`src/rtl/core/slc_pkg.sv`:
```
package slc_pkg;

  // Widths fixed by the item fields.
  localparam int VALUE_W       = 32;
  localparam int ENTRY_COUNT_W = 5;

  // Action codes.
  localparam logic ACT_INSERT  = 1'b0;
  localparam logic ACT_COMPARE = 1'b1;

  // List select codes.
  localparam logic SEL_FIRST  = 1'b0;
  localparam logic SEL_SECOND = 1'b1;

  // Control broadcast to every cell of the chain.
  typedef struct packed {
    logic                      ins_a;
    logic                      ins_b;
    logic signed [VALUE_W-1:0] value;
  } cell_ctrl_t;

endpackage

```
`src/rtl/core/slc_cell.sv`:
```
module slc_cell (
  input  logic                              clk,
  input  slc_pkg::cell_ctrl_t               ctrl,
  input  logic                              in_range_a,
  input  logic                              in_range_b,
  input  logic signed [slc_pkg::VALUE_W-1:0] prev_val_a,
  input  logic                              prev_gt_a,
  input  logic signed [slc_pkg::VALUE_W-1:0] prev_val_b,
  input  logic                              prev_gt_b,
  output logic signed [slc_pkg::VALUE_W-1:0] val_a,
  output logic                              gt_a,
  output logic signed [slc_pkg::VALUE_W-1:0] val_b,
  output logic                              gt_b,
  output logic                              diff
);
  import slc_pkg::*;

  logic signed [VALUE_W-1:0] val_a_r, val_a_nxt;
  logic signed [VALUE_W-1:0] val_b_r, val_b_nxt;
  logic                      diff_r;

  // An empty slot counts as larger than any value, so the new value lands
  // at the first larger entry or at the end of the list.
  assign gt_a = !in_range_a || (val_a_r > ctrl.value);
  assign gt_b = !in_range_b || (val_b_r > ctrl.value);

  // Take the new value at the insertion point, the left neighbor's entry
  // beyond it, and keep the entry below it.
  always_comb begin
    val_a_nxt = val_a_r;
    val_b_nxt = val_b_r;
    if (ctrl.ins_a && gt_a) begin
      val_a_nxt = prev_gt_a ? prev_val_a : ctrl.value;
    end
    if (ctrl.ins_b && gt_b) begin
      val_b_nxt = prev_gt_b ? prev_val_b : ctrl.value;
    end
  end

  // Entry storage and the mismatch bit between the two lists at this slot.
  always_ff @(posedge clk) begin
    val_a_r <= val_a_nxt;
    val_b_r <= val_b_nxt;
    diff_r  <= (val_a_nxt != val_b_nxt);
  end

  assign val_a = val_a_r;
  assign val_b = val_b_r;
  assign diff  = diff_r;

endmodule

```
`config.mk`:
```
export PLATFORM = sky130hd
export DESIGN_NAME = slc_cell
export DESIGN_NICKNAME = d
export VERILOG_FILES = /design/src/rtl/core/slc_pkg.sv /design/src/rtl/core/slc_cell.sv
export SDC_FILE = /design/constraint.sdc
export NUM_CORES = 1
export LEC_CHECK = 0
export BUFFER_PORTS_ARGS = -buffer_cell sky130_fd_sc_hd__clkbuf_2
export CORE_MARGIN = 3
export CORE_UTILIZATION = 31
export DETAILED_ROUTE_END_ITERATION = 8
export GPL_TIMING_DRIVEN = 0
export PLACE_DENSITY = 0.52
export SLEW_MARGIN = 20
export SYNTH_ARGS = -nofsm -noshare
export SYNTH_HDL_FRONTEND = slang
export SYNTH_SLANG_ARGS = --single-unit
export TNS_END_PERCENT = 100
```
`constraint.sdc`:
```
create_clock -name clk -period 4.8 [get_ports clk]
set_clock_uncertainty 0.1 [all_clocks]
set_input_delay 0.96 -clock clk [delete_from_list [all_inputs] [get_ports clk]]
set_output_delay 0.96 -clock clk [all_outputs]
set_load 0.1 [all_outputs]
```
==> results.json <==
{
  "status": "finished, final reports clean",
  "rows": 50,
  "syn_to_final_growth_pct": 26.42,
  "p_leak_nw": 3.419,
  "place_area_mm2": 0.007178,
  "arrival_ps": 4860,
  "firstDrtPassIters": 5,
  "htreeDepth": 3,
  "p_total_w": 0.006120,
  "reg2reg_slack_ps": 530,
  "final_core_util_pct": 40.27,
  "finalHoldViolCount": 0,
  "ir_drop_mv": 0.4696,
  "numCtsBuffers": 9,
  "r2r_start": "val_b[14]",
  "synth_compound_area_share_pct": 33.37,
  "cts_root_buf": "clkbuf_16",
  "ys_warn_count": 0,
  "ys_seq_area_share_pct": 21.62,
  "synth-adder-area-share_pct": 13.31,
  "cts_hold_buf": 0,
  "async_flop_share_pct": 0,
  "power_density_mw_per_mm2": 804.4,
  "fin_nets": 1104,
  "cts_tree": "yes",
  "ff2ff_path_depth": 13,
  "grt.overflow.total": 0,
  "ant_nets": 0,
  "timing.hold.worst_path_depth": 2,
  "multi_input_area_mm2": 0.004378,
  "worst_setup_path_start_kind": "input port",
  "cp-end-kind": "flip-flop",
  "die_h_um": 145.3,
  "synth-edff-count": 0,
  "synth.avg_cell_area_um2": 7.940,
  "grt_pass1_vias": 6724,
  "synth.area.mux_share_pct": 5.904,
  "insertion_delay_ps": 350,
  "grt_usage_pct": 26.03,
  "coreArea_mm2": 0.01889,
  "avgViaCountPerCell": 5.790,
  "synthCells": 758,
  "ys.flop_type": "dfxtp_1",
  "holdPathEnd": "val_b[18]",
  "die_w_um": 145.3,
  "fillers": 2027,
  "cts.path.max_buffers": 2,
  "dieArea_mm2": 0.02112,
  "layout_commonest_cell": "clkbuf_2",
  "grt_max_degree": 13,
  "worstMarginPinSlew_ps": 1081,
  "io_pins": 170,
  "grt_pass1_wl_um": 41550,
  "initial_utilization_pct": 31.85,
  "routed_wl_um": 28490,
  "cp_max_fo": 10,
  "drv_slew": 0,
  "post-route-period-util_pct": 99.50,
  "yosys_register_bits": 65,
  "synth_top_family_by_area": "compound AO/OA/AOI/OAI gates",
  "hold_class": "flip-flop to flip-flop",
  "relSlewSlack_pct": 27.95,
  "fin_crit_ps": 4776,
  "finalSetupViolCount": 0,
  "hp-start": "val_b[18]",
  "via_count": 6959,
  "tns_ps": 0,
  "crit_type": "input port to flip-flop",
  "place_congestion": 0.9336,
  "final_cell_mix": "clkbuf_2 (168), nand2_1 (70), dfxtp_1 (65), ha_1 (64), a21oi_1 (60)",
  "dpl.hpwl_um": 21940,
  "syn-cell-area_mm2": 0.006018,
  "final_cell_area_mm2": 0.007609,
  "port_buffers": 166,
  "cap_violations": 0,
  "holdWs_ps": 469.3,
  "cp.required_ps": 4890,
  "rsz0062_at_grt": "false",
  "routedWlPerCell_um": 23.70,
  "grt_antenna_before_repair": 0,
  "drc": 0,
  "fmax_ghz": 0.2094,
  "path_clk_slew_ps": 70,
  "layout-drive-gt1-share_pct": 24.20,
  "synthXorXnorAreaFrac_pct": 0,
  "synth_cell_types": 45,
  "cts.sinks": 65,
  "synth_fp_nets": 925,
  "drt_iter0_drc": 677,
  "antenna_cells": 0,
  "r2r-end": "diff",
  "regArea_mm2": 0.001301,
  "synth_simple_gate_area_share_pct": 19.23
}
-- synth_stat cells (5+ instances only) --
cell / count / area, um^2
nand2_1: 70 / 262.8
dfxtp_1: 65 / 1301
ha_1: 64 / 800.8
a21oi_1: 60 / 300.3
nor2_1: 56 / 210.2
inv_1: 38 / 142.6
and2_1: 35 / 219.0
o211ai_1: 35 / 262.8
o21ai_0: 35 / 175.2
mux2i_1: 34 / 340.3
o2111ai_1: 30 / 262.8
clkbuf_1: 29 / 108.9
a211oi_1: 26 / 195.2
nand3_1: 24 / 120.1
a211o_1: 17 / 148.9
a21o_1: 17 / 127.6
a22oi_1: 17 / 127.6
nand4b_1: 16 / 140.1
o2111a_1: 16 / 180.2
buf_2: 13 / 65.06
a211oi_2: 9 / 112.6
nand4_1: 8 / 50.05
buf_1: 6 / 22.52
nor4_1: 6 / 37.54
buf_6: 5 / 56.30
o21ai_1: 5 / 25.02
-- layout make-up --
cell class                      instances  share of cell area [%]
Inverter                               38                   1.875
Clock inverter                          7                   1.562
Multi-Input combinational cell        602                   57.54
Tap cell                              260                   4.276
Sequential cell                        65                   17.10
Clock buffer                            9                   2.960
Timing Repair Buffer                  168                   11.18
Buffer                                 53                   3.503
-- cells by family after synthesis --
family | Yosys count
AOI/OAI and AO/OA | 277
adders and majority gates | 64
buffers and inverters | 91
DFF | 65
muxes | 35
and+or+nand+nor | 226
-- what timing repair did --
item,in CTS,in global routing
setup buffers,1,1
gates resized for setup,13,10
pin swaps,0,2
setup endpoints to repair,3,3
hold endpoints to repair,0,0
-- report_power, final --
group / leakage [nW] / total, W / internal [W] / switching, W
clock network: 0.162 / 0.000799 / 0.000508 / 0.000291
logic: 2.71 / 0.00428 / 0.00102 / 0.00327
registers: 0.548 / 0.00104 / 0.000773 / 0.000266
total: 3.42 / 0.00612 / 0.00230 / 0.00382
-- critical path: stages --
cell      delay (ps)
clkbuf_2         140
inv_1            100
ha_1             320
nand4_1          280
nor4b_4          400
inv_1             70
o221ai_1         280
a21o_1           180
buf_2            260
clkbuf_1         590
o2111a_1         350
a211oi_1          60
nand4b_1         280
nor4_1           400
nand4_1          190
-- layer usage --
metal	track usage, %	vias up	part of all wire (%)
met1	34.84	3253	44
met5	0	-	0
li1	-	3275	-
met2	41.81	371	44
met4	10.45	0	3.7
met3	4.422	60	7.9
-- worst max-delay path by stage --
stage	depth (start not counted)	endpoint	startpoint	slack (ps)
after CTS	15	diff	ctrl[14]	10
after global routing	12	gt_b	ctrl[14]	20
after floorplan	10	gt_a	ctrl[14]	340
final	15	diff	ctrl[14]	20
after global placement	12	gt_b	ctrl[14]	-740
after detailed placement	12	gt_b	ctrl[14]	-710
-- state kept, by name, summed over array words and instances, names as in the netlist --
signal  flops
diff        1
val_a      32
val_b      32
-- stage by stage --
| step | std cells | setup slack [ps] |
|---|---|---|
| 6_report | 1202 | 24.08 |
| 5_1_grt | 1202 | 16.01 |
| 4_1_cts | 1201 | 14.01 |
| 3_5_place_dp | 1184 | -712.7 |
| 3_3_place_gp | 1184 | -735.3 |
| 2_1_floorplan | 758 | 339.4 |
No activity file was read; power rests on OpenSTA's default activity.
